--- config.mk ---
export PLATFORM = sky130hd
export DESIGN_NAME = broker_uri_stream_parser
export DESIGN_NICKNAME = d
export VERILOG_FILES = /design/src/hdl/busp_pkg.sv /design/src/hdl/broker_uri_stream_parser.sv
export SDC_FILE = /design/constraint.sdc
export NUM_CORES = 1
export LEC_CHECK = 0
export BUFFER_PORTS_ARGS = -buffer_cell sky130_fd_sc_hd__buf_2
export CAP_MARGIN = 5
export CELL_PAD_IN_SITES_DETAIL_PLACEMENT = 0
export CELL_PAD_IN_SITES_GLOBAL_PLACEMENT = 1
export CORE_AREA = 5 5 127 117
export CTS_BUF_LIST = sky130_fd_sc_hd__clkbuf_2 sky130_fd_sc_hd__clkbuf_4 sky130_fd_sc_hd__clkbuf_8
export CTS_CLUSTER_SIZE = 20
export DETAILED_ROUTE_END_ITERATION = 10
export DIE_AREA = 0 0 132 122
export GPL_TIMING_DRIVEN = 0
export PLACE_DENSITY_LB_ADDON = 0.1
export SYNTH_ARGS = -nofsm -noshare
export SYNTH_HDL_FRONTEND = slang
export SYNTH_SLANG_ARGS = --single-unit
--- constraint.sdc ---
create_clock -name clk -period 5.4 [get_ports clk]
set_clock_uncertainty 0.2 [all_clocks]
set_input_delay 0.27 -clock clk [delete_from_list [all_inputs] [get_ports clk]]
set_output_delay 0.27 -clock clk [all_outputs]
set_load 0.01 [all_outputs]
--- src/hdl/busp_pkg.sv ---
// Shared constants and scheme tables for the broker URI stream parser.
package busp_pkg;

    localparam int HOST_CAP_DEFAULT = 64;

    localparam int CH_W     = 8;
    localparam int PORT_W   = 16;
    localparam int PACC_W   = 17;
    localparam int HLEN_W   = 6;
    localparam int TR_W     = 2;
    localparam int POS_W    = 4;
    localparam int NSCHEME  = 4;
    localparam int OUT_TDATA_W = 40;

    localparam logic [PACC_W-1:0] PORT_BAD = 17'd65536;
    localparam logic [PACC_W-1:0] PORT_MAX = 17'd65535;

    localparam logic [CH_W-1:0] CH_COLON = 8'h3A;
    localparam logic [CH_W-1:0] CH_SLASH = 8'h2F;
    localparam logic [CH_W-1:0] CH_QUEST = 8'h3F;
    localparam logic [CH_W-1:0] CH_HASH  = 8'h23;
    localparam logic [CH_W-1:0] CH_ZERO  = 8'h30;
    localparam logic [CH_W-1:0] CH_NINE  = 8'h39;

    localparam logic [TR_W-1:0] TR_TCP = 2'd0;
    localparam logic [TR_W-1:0] TR_SSL = 2'd1;
    localparam logic [TR_W-1:0] TR_WS  = 2'd2;
    localparam logic [TR_W-1:0] TR_WSS = 2'd3;

    // prefix text, one character per position
    function automatic logic [CH_W-1:0] scheme_char(input logic [TR_W-1:0] k,
                                                    input logic [2:0] pos);
        logic [63:0] txt;
        case (k)
            TR_TCP:  txt = {8'h00, "//:ttqm"};
            TR_SSL:  txt = "//:sttqm";
            TR_WS:   txt = {24'h0, "//:sw"};
            default: txt = {16'h0, "//:ssw"};
        endcase
        // txt holds the characters reversed so position 0 sits in the lowest byte
        scheme_char = txt[{pos, 3'b000} +: CH_W];
    endfunction

    function automatic logic [POS_W-1:0] scheme_len(input logic [TR_W-1:0] k);
        case (k)
            TR_TCP:  scheme_len = 4'd7;
            TR_SSL:  scheme_len = 4'd8;
            TR_WS:   scheme_len = 4'd5;
            default: scheme_len = 4'd6;
        endcase
    endfunction

    function automatic logic [PORT_W-1:0] scheme_port(input logic [TR_W-1:0] k);
        case (k)
            TR_TCP:  scheme_port = 16'd1883;
            TR_SSL:  scheme_port = 16'd8883;
            TR_WS:   scheme_port = 16'd80;
            default: scheme_port = 16'd443;
        endcase
    endfunction

    function automatic logic is_path_start(input logic [CH_W-1:0] c);
        is_path_start = (c == CH_SLASH) || (c == CH_QUEST) || (c == CH_HASH);
    endfunction

endpackage

--- src/hdl/broker_uri_stream_parser.sv ---
// Broker URI stream parser: scheme match, host collection and port decode.
// Result path: the input register captures each transfer and feeds the result register.
// Throughput: one character per cycle unless the output stalls; the parse state updates once per character.
// Each input transfer yields exactly one output transfer; tlast closes the URI.
// Reset (rst_n low, asynchronous) empties both registers and returns to scheme matching.
// The parse state also returns to scheme matching after each last character.
module broker_uri_stream_parser #(
    parameter int HOST_CAP = busp_pkg::HOST_CAP_DEFAULT
) (
    input  logic        clk,
    input  logic        rst_n,
    input  logic        s_axis_tvalid,
    output logic        s_axis_tready,
    input  logic [7:0]  s_axis_tdata,   // [7:0] ch
    input  logic        s_axis_tlast,
    output logic        m_axis_tvalid,
    input  logic        m_axis_tready,
    output logic [39:0] m_axis_tdata,   // [7:0] host_char, [8] ok, [10:9] transport,
                                        // [26:11] port, [32:27] hname_len, rest zero
    output logic        m_axis_tuser,   // [0] host_char_valid
    output logic        m_axis_tlast
);

    localparam int HC_W = $clog2(HOST_CAP + 1);
    localparam logic [HC_W-1:0] HOST_CAP_V = HC_W'(HOST_CAP);

    localparam logic [2:0] PH_SCHEME = 3'd0;
    localparam logic [2:0] PH_HOST   = 3'd1;
    localparam logic [2:0] PH_PORT   = 3'd2;
    localparam logic [2:0] PH_PATH   = 3'd3;
    localparam logic [2:0] PH_DEAD   = 3'd4;

    logic                           in_valid_reg;
    logic [busp_pkg::CH_W-1:0]      ch_reg;
    logic                           last_reg;

    logic [2:0]                     phase_reg, phase_next;
    logic [busp_pkg::POS_W-1:0]     pos_reg, pos_next;
    logic [busp_pkg::NSCHEME-1:0]   cand_reg, cand_next;
    logic [HC_W-1:0]                hcount_reg, hcount_next;
    logic [busp_pkg::PACC_W-1:0]    port_reg, port_next;
    logic                           digits_reg, digits_next;
    logic                           failed_reg, failed_next;

    logic                           out_valid_reg;
    logic                           hv_reg, hv_next;
    logic [busp_pkg::CH_W-1:0]      hchar_reg, hchar_next;
    logic                           done_reg;
    logic                           ok_reg, ok_next;
    logic [busp_pkg::TR_W-1:0]      tr_reg, tr_next;
    logic [busp_pkg::PORT_W-1:0]    pt_reg, pt_next;
    logic [busp_pkg::HLEN_W-1:0]    hl_reg, hl_next;

    logic                           advance;
    logic                           step;
    logic [busp_pkg::NSCHEME-1:0]   keep;
    logic [busp_pkg::POS_W-1:0]     pos_inc;
    logic [3:0]                     digit;
    logic [19:0]                    pacc;
    logic                           is_digit;
    logic                           port_bad;

    assign advance       = !out_valid_reg || m_axis_tready;
    assign step          = in_valid_reg && advance;
    assign s_axis_tready = !in_valid_reg || advance;

    assign pos_inc  = pos_reg + 1'b1;
    assign digit    = 4'(ch_reg - busp_pkg::CH_ZERO);
    assign is_digit = (ch_reg >= busp_pkg::CH_ZERO) && (ch_reg <= busp_pkg::CH_NINE);
    assign pacc     = ({3'b000, port_reg} << 3) + ({3'b000, port_reg} << 1) + 20'(digit);

    always_comb
    begin
        phase_next  = phase_reg;
        pos_next    = pos_reg;
        cand_next   = cand_reg;
        hcount_next = hcount_reg;
        port_next   = port_reg;
        digits_next = digits_reg;
        failed_next = failed_reg;
        hv_next     = 1'b0;
        keep        = '0;

        for (int k = 0; k < busp_pkg::NSCHEME; k++)
        begin
            keep[k] = cand_reg[k]
                && (pos_reg < busp_pkg::scheme_len(busp_pkg::TR_W'(k)))
                && (busp_pkg::scheme_char(busp_pkg::TR_W'(k), pos_reg[2:0]) == ch_reg);
        end

        case (phase_reg)
            PH_SCHEME:
            begin
                pos_next  = pos_inc;
                cand_next = keep;
                if (keep == '0)
                begin
                    failed_next = 1'b1;
                    phase_next  = PH_DEAD;
                end
                else
                begin
                    // lowest completed scheme wins
                    for (int k = busp_pkg::NSCHEME - 1; k >= 0; k--)
                    begin
                        if (keep[k] && (pos_inc == busp_pkg::scheme_len(busp_pkg::TR_W'(k))))
                        begin
                            cand_next  = busp_pkg::NSCHEME'(1) << k;
                            phase_next = PH_HOST;
                        end
                    end
                end
            end
            PH_HOST:
            begin
                if (ch_reg == busp_pkg::CH_COLON)
                    phase_next = PH_PORT;
                else if (busp_pkg::is_path_start(ch_reg))
                    phase_next = PH_PATH;
                else
                begin
                    hv_next = 1'b1;
                    if (hcount_reg < HOST_CAP_V)
                        hcount_next = hcount_reg + 1'b1;
                end
            end
            PH_PORT:
            begin
                if (is_digit)
                begin
                    digits_next = 1'b1;
                    if (port_reg < busp_pkg::PORT_BAD)
                    begin
                        if (pacc > 20'(busp_pkg::PORT_MAX))
                            port_next = busp_pkg::PORT_BAD;
                        else
                            port_next = pacc[busp_pkg::PACC_W-1:0];
                    end
                end
                else if (busp_pkg::is_path_start(ch_reg))
                begin
                    if (!digits_reg || port_reg == '0 || port_reg > busp_pkg::PORT_MAX)
                        failed_next = 1'b1;
                    phase_next = PH_PATH;
                end
                else
                begin
                    failed_next = 1'b1;
                    phase_next  = PH_DEAD;
                end
            end
            default:
            begin
            end
        endcase

        port_bad = !digits_next || port_next == '0 || port_next > busp_pkg::PORT_MAX;

        ok_next = 1'b0;
        tr_next = '0;
        pt_next = '0;
        hl_next = '0;
        if (last_reg)
        begin
            if (!(failed_next || (phase_next == PH_PORT && port_bad))
                && (phase_next == PH_HOST || phase_next == PH_PORT || phase_next == PH_PATH)
                && hcount_next != '0 && hcount_next < HOST_CAP_V)
            begin
                ok_next = 1'b1;
                for (int k = busp_pkg::NSCHEME - 1; k >= 0; k--)
                begin
                    if (cand_next[k])
                        tr_next = busp_pkg::TR_W'(k);
                end
                pt_next = digits_next ? port_next[busp_pkg::PORT_W-1:0]
                                      : busp_pkg::scheme_port(tr_next);
                hl_next = hcount_next[busp_pkg::HLEN_W-1:0];
            end
            phase_next  = PH_SCHEME;
            pos_next    = '0;
            cand_next   = '1;
            hcount_next = '0;
            port_next   = '0;
            digits_next = 1'b0;
            failed_next = 1'b0;
        end

        hchar_next = hv_next ? ch_reg : '0;
    end

    always_ff @(posedge clk or negedge rst_n)
    begin
        if (!rst_n)
        begin
            in_valid_reg  <= 1'b0;
            out_valid_reg <= 1'b0;
            phase_reg     <= PH_SCHEME;
            pos_reg       <= '0;
            cand_reg      <= '1;
            hcount_reg    <= '0;
            port_reg      <= '0;
            digits_reg    <= 1'b0;
            failed_reg    <= 1'b0;
        end
        else
        begin
            if (s_axis_tready)
                in_valid_reg <= s_axis_tvalid;
            if (advance)
                out_valid_reg <= in_valid_reg;
            if (step)
            begin
                phase_reg  <= phase_next;
                pos_reg    <= pos_next;
                cand_reg   <= cand_next;
                hcount_reg <= hcount_next;
                port_reg   <= port_next;
                digits_reg <= digits_next;
                failed_reg <= failed_next;
            end
        end
    end

    always_ff @(posedge clk)
    begin
        if (s_axis_tready && s_axis_tvalid)
        begin
            ch_reg   <= s_axis_tdata;
            last_reg <= s_axis_tlast;
        end
        if (step)
        begin
            hv_reg    <= hv_next;
            hchar_reg <= hchar_next;
            done_reg  <= last_reg;
            ok_reg    <= ok_next;
            tr_reg    <= tr_next;
            pt_reg    <= pt_next;
            hl_reg    <= hl_next;
        end
    end

    assign m_axis_tvalid = out_valid_reg;
    assign m_axis_tuser  = hv_reg;
    assign m_axis_tlast  = done_reg;
    assign m_axis_tdata  = {7'b0, hl_reg, pt_reg, tr_reg, ok_reg, hchar_reg};

endmodule
Word-level counts from Yosys, hierarchy flattened

Cells that the tools add are included.

Bits in registers: 83
Bits of input ports: 13
Output and inout port bits: 44
Logic and storage cells: 161

$add $sub $neg: 5
$lt $le $gt $ge: 12
Equal/unequal tests: 19
Shift operators: 4
Mux-type cells: 59
Reduce and logical (&&, ||, !) cells: 44

Operator list:

| kind                                                                         | number |
|---|---|
| 64-bit by 7-bit variable part select with 8-bit output, first input constant | 4 |
| 17-bit two-way mux                                                           | 5 |
| 4-bit two-way mux                                                            | 17 |
| 14-bit case mux with 3 select lines                                          | 1 |
| 7-bit two-way mux                                                            | 5 |
| 17-bit by 16-bit > comparator with 1-bit output, second input constant       | 2 |
| 17-bit logical NOT                                                           | 2 |
| 8-bit by 6-bit == test with 1-bit output, second input constant              | 4 |
| 8-bit == test                                                                | 4 |
| 3-bit two-way mux                                                            | 10 |
| 20-bit by 18-bit adder with 20-bit output                                    | 1 |
| 20-bit by 4-bit adder with 20-bit output                                     | 1 |
| 20-bit by 16-bit > comparator with 1-bit output, second input constant       | 1 |
| 1-bit logical AND                                                            | 19 |
| 17-bit less-than comparator, second input constant                           | 1 |
| 4-bit == test                                                                | 4 |
| 16-bit two-way mux                                                           | 1 |
| 7-bit less-than comparator, second input constant                            | 2 |
| 4-bit by 3-bit less-than comparator with 1-bit output, second input constant | 3 |
| 1-bit two-way mux                                                            | 12 |
| 2-bit two-way mux                                                            | 6 |
| 1-bit logical OR                                                             | 11 |
| 3-bit by 2-bit == test with 1-bit output, second input constant              | 3 |
| 3-bit case mux with 3 select lines                                           | 1 |
| 17 further kinds                                                             | 23 |

Longest topological paths before layout

Word-level depth: 26
Depth in mapped cells: 16
Depth with buffers taken out: 16

Least setup slack after synthesis

No wires, ideal clock.

Kind: register to register
From: register ch_reg[3] (netlist name)
To: register pt_reg[11] (netlist name) (data pin)
Setup time: 268 ps
Arrival: 3,947 ps
Data required time: 4,932 ps
Slack: 985 ps
Cell stages (with the launch flop): 15
Path buffers: 2
Period minus slack after synthesis: 4,415 ps
Cells stage by stage: edfxtp_1 > buf_2 > inv_1 > fa_1 > inv_1 > fa_1 > a211oi_1 > o21ai_0 > xor2_1 > or4b_1 > or4_1 > nand4bb_4 > a211oi_4 > buf_6 > nor4_1

Word-level cells in the longest chain between the ends: 17
Elaborated cells between the ends (all ways): 68
Classes of those cells: add/sub: 2; order compare: 5; eq/ne: 11; mux: 24; reduce/logical: 26

RTL lines:

| element                                                                           | line                            | source |
|---|---|---|
| from (decl)                                                                       | broker_uri_stream_parser.sv:34  | `logic [busp_pkg::CH_W-1:0] ch_reg;` |
| from (signal assigned)                                                            | broker_uri_stream_parser.sv:228 | `ch_reg <= s_axis_tdata;` |
| branches (longest 17 deep; another with 20-bit by 4-bit adder with 20-bit output) | n/a                             |  |
| to (signal assigned)                                                              | broker_uri_stream_parser.sv:238 | `pt_reg <= pt_next;` |
| to (decl)                                                                         | broker_uri_stream_parser.sv:51  | `logic [busp_pkg::PORT_W-1:0] pt_reg, pt_next;` |

Parallel ways; which one is timed is not known.
A chain may end at the register's enable or synchronous reset.

Worst setup path after layout

Ends and elaborated chain as after synthesis.

==> impl_results.md <==
* Number of core rows at 41
* GPL Wtd Cong at 0.899
* Post-Route Setup TNS at 0 ns
* Yosys warning total at 0
* Wire length after detailed routing at 16800 um
* Number of cells on the worst reg-to-reg path at 14
* Number of H-tree branching levels at 3
* Area of the mapped netlist at 6230 um2
* DRC Markers at 0
* Register-to-Register Setup Slack at 0.23 ns
* Number of nets with antenna violations after detailed routing at 0
* Core area at 13600 um2
* Setup crit end kind: register
* End point of the most critical hold path: m_axis_tlast
* Width of the die at 132 um
* CP Class: reg -> reg
* Number of distinct library cells after synthesis at 85
* Average via count per standard cell at 5.96
* Maximum vdd ir drop at 0.000240 V
* Iteration-0 DRC count of the detailed router at 452
* Number of buffers created by CTS at 9
* Reg clk slew, reported paths at 0.09 ns
* Number of buffers on the longest clock path at 2
* Prevailing post-synth register cell: edfxtp_1
* Synthesis-to-finish area growth at 13.4%
* Critical-path maximum fanout at 10
* Aggregate global-route resource usage at 0.208
* Critical Path AT at 5.07 ns
* Post-Place Cell Area at 6730 um2
* DIE HEIGHT at 122 um
* Initial core utilization at 0.458
* Sequential standard cell area at 2300 um2
* Antenna diode count at 0
* Average cell area after synthesis at 9.58 um2
* # port buffers at 49
* TritonCTS clock tree: built
* #FFs+latches synth at 83
* Vias in the first global route at 5032
* Fill cell total of the finished layout at 1263
* Peak clock frequency supported by timing at 0.194 GHz
* Initial antenna violation count at 0
* Critical Path Source Type: register
* Total Die Area at 16100 um2
* Fraction of synthesis flops using an asynchronous set or reset pin at 0.470
* Power per cell area at 255 nW/um2
* Combined area of the multi-input logic cells at 3610 um2
* Worst slew margin relative to its limit at 0.301
* DR WL/cell at 18.5 um
* Estimated wirelength of the detail-placed design at 12800 um
* Endpoints failing setup at 0
* # Max-Cap Violations at 0
* Endpoint required time on the critical path at 5.30 ns
* Startpoint of the lowest-slack register-to-register path: ch_reg[3]
* CTS sink cnt at 83
* I/O pin cnt at 57
* Endpoint of the worst register-to-register path: pt_reg[11]
* EDFF count, synth at 44
* Root buffer cell: clkbuf_8
* Path type of the worst min-delay path: reg -> reg
* Static power due to leakage at 0.00297 uW
* Vias at 5400
* Fraction of final layout cells sized beyond drive strength 1 at 0.168
* Sequential fraction of the synthesis area at 0.370
* Total count of max-transition violations in the final report at 0
* Result of the run: finished clean
* Portion of the clock cycle consumed by the worst path in the final layout at 0.957
* Maximum number of pins on one net before global-route repair at 40
* Final Hold Fails at 0
* Cell count after synthesis at 650
* Flip-flop count of the largest register, all copies and words added at 17
* Wire length of the first global-routing pass at 27200 um
* Final cell count without fillers at 906
* Hold slack at 0.276 ns
* Gr ovfl total at 0
* Latest clock arrival within the worst-skew pair at 0.36 ns
* Tightest Pin Transition at 1.05 ns
* Final design instance area without fill at 7060 um2
* RSZ-0062 raised after global routing: false
* Number of setup buffers added after CTS at 0
* Total power draw at 1800 uW
* Drt first pass iters at 5
* Placed Cells at 878
* Hold path depth at 0
* Hold Startpoint: last_reg
* Min Tclk post-route at 5.17 ns
* Nets at 793
[cell usage after synthesis (all sizes together), types with 8 or more instances]
library cell	instances	area [um2]
ha	49	613
nand2	48	183
edfxtp	44	1320
a21oi	42	210
o21ai	36	180
dfrtp	35	876
inv	28	105
buf	25	165
nor2	25	93.8
nor3	23	125
nor4	23	169
clkbuf	20	75.1
and2	15	93.8
nand3	15	75.1
xnor2	14	123
xor2	14	123
a22o	13	116
and3	11	70.1
a211oi	10	92.6
o31ai	10	80.1
a21o	9	67.6
nand2b	8	50.1
[repair_timing]
action                                 in CTS  in global routing
endpoints found under the hold margin      46                  0
hold buffers                               12                  0
resized for setup                           0                  2
setup endpoints to repair                   0                  3
[per-stage QoR]
step | utilization | worst slack [ns]
after floorplan | - | 0.985
after global placement | 0.494 | 0.307
after detailed placement | 0.495 | 0.276
after CTS | 0.518 | 0.265
after global routing | 0.519 | 0.0283
final | 0.519 | 0.232
[worst max-delay path, stage by stage, from the launching register on]
cell and delay, ns:
edfxtp_1 0.43, buf_2 0.24, inv_1 0.18, fa_1 0.56
inv_1 0.07, fa_1 0.49, a211oi_1 0.36, o211ai_1 0.29
a21o_1 0.24, a311o_1 0.40, or4_1 0.53, nand4bb_4 0.23
a211oi_4 0.42, buf_6 0.21, nor4_1 0.07
[worst max-delay path by stage]
stage / from / to / slack [ns] / depth (start not counted)
after floorplan: ch_reg[3] / pt_reg[11] / 0.98 / 14
after global placement: ch_reg[3] / pt_reg[11] / 0.31 / 14
after detailed placement: ch_reg[3] / pt_reg[2] / 0.28 / 14
after CTS: ch_reg[3] / pt_reg[2] / 0.27 / 14
after global routing: ch_reg[3] / hl_reg[2] / 0.03 / 14
final: ch_reg[3] / pt_reg[11] / 0.23 / 14
[cell usage in the layout (no fill, tap or decap), types with 10 or more instances in the layout]
cell	instances
a21oi_1	42
a22o_1	11
and2_1	15
and3_1	10
buf_2	61
clkbuf_1	19
dfrtp_1	35
dlygate4sd3_1	12
edfxtp_1	44
ha_1	49
inv_1	28
nand2_1	47
nand3_1	15
nor2_1	25
nor3_1	21
nor4_1	19
o21ai_0	35
xnor2_1	14
xor2_1	14
[metal layers]
layer | up-vias | part of all wire | wire [um] | global-route usage
li1 | 2612 | - | - | -
met5 | - | 0 | 0 | 0
met1 | 2597 | 0.49 | 8290 | 0.308
met3 | 21 | 0.065 | 1090 | 0.0471
met2 | 170 | 0.43 | 7210 | 0.312
met4 | 0 | 0.011 | 191 | 0.0411
[power breakdown]
part           total (uW)  switching, uW  internal (uW)
Clock                 458            238            220
Sequential            770           48.5            721
Combinational         572            350            222
[area by class of cell]
type,count,area share
clock buffers,10,0.0186
repair buffers,62,0.0546
inverters,28,0.0149
multi-input cells,500,0.512
clock inverters,6,0.00922
plain buffers,45,0.0342
flip-flops and latches,83,0.326
well taps,172,0.0305
[cell families (layout without fill, tap and decap cells)]
group	Yosys count	after routing	share of synthesized area
XOR/XNOR	28	28	0.0394
AND/OR/NAND/NOR	217	217	0.199
buffers and inverters	73	151	0.0555
flip-flops	83	83	0.370
other	1	7	0.000602
adder cells (fa/ha/maj)	51	51	0.105
AO/OA/AOI/OAI	190	190	0.217
multiplexers	7	7	0.0135
Power figures use the tool's default switching activity.
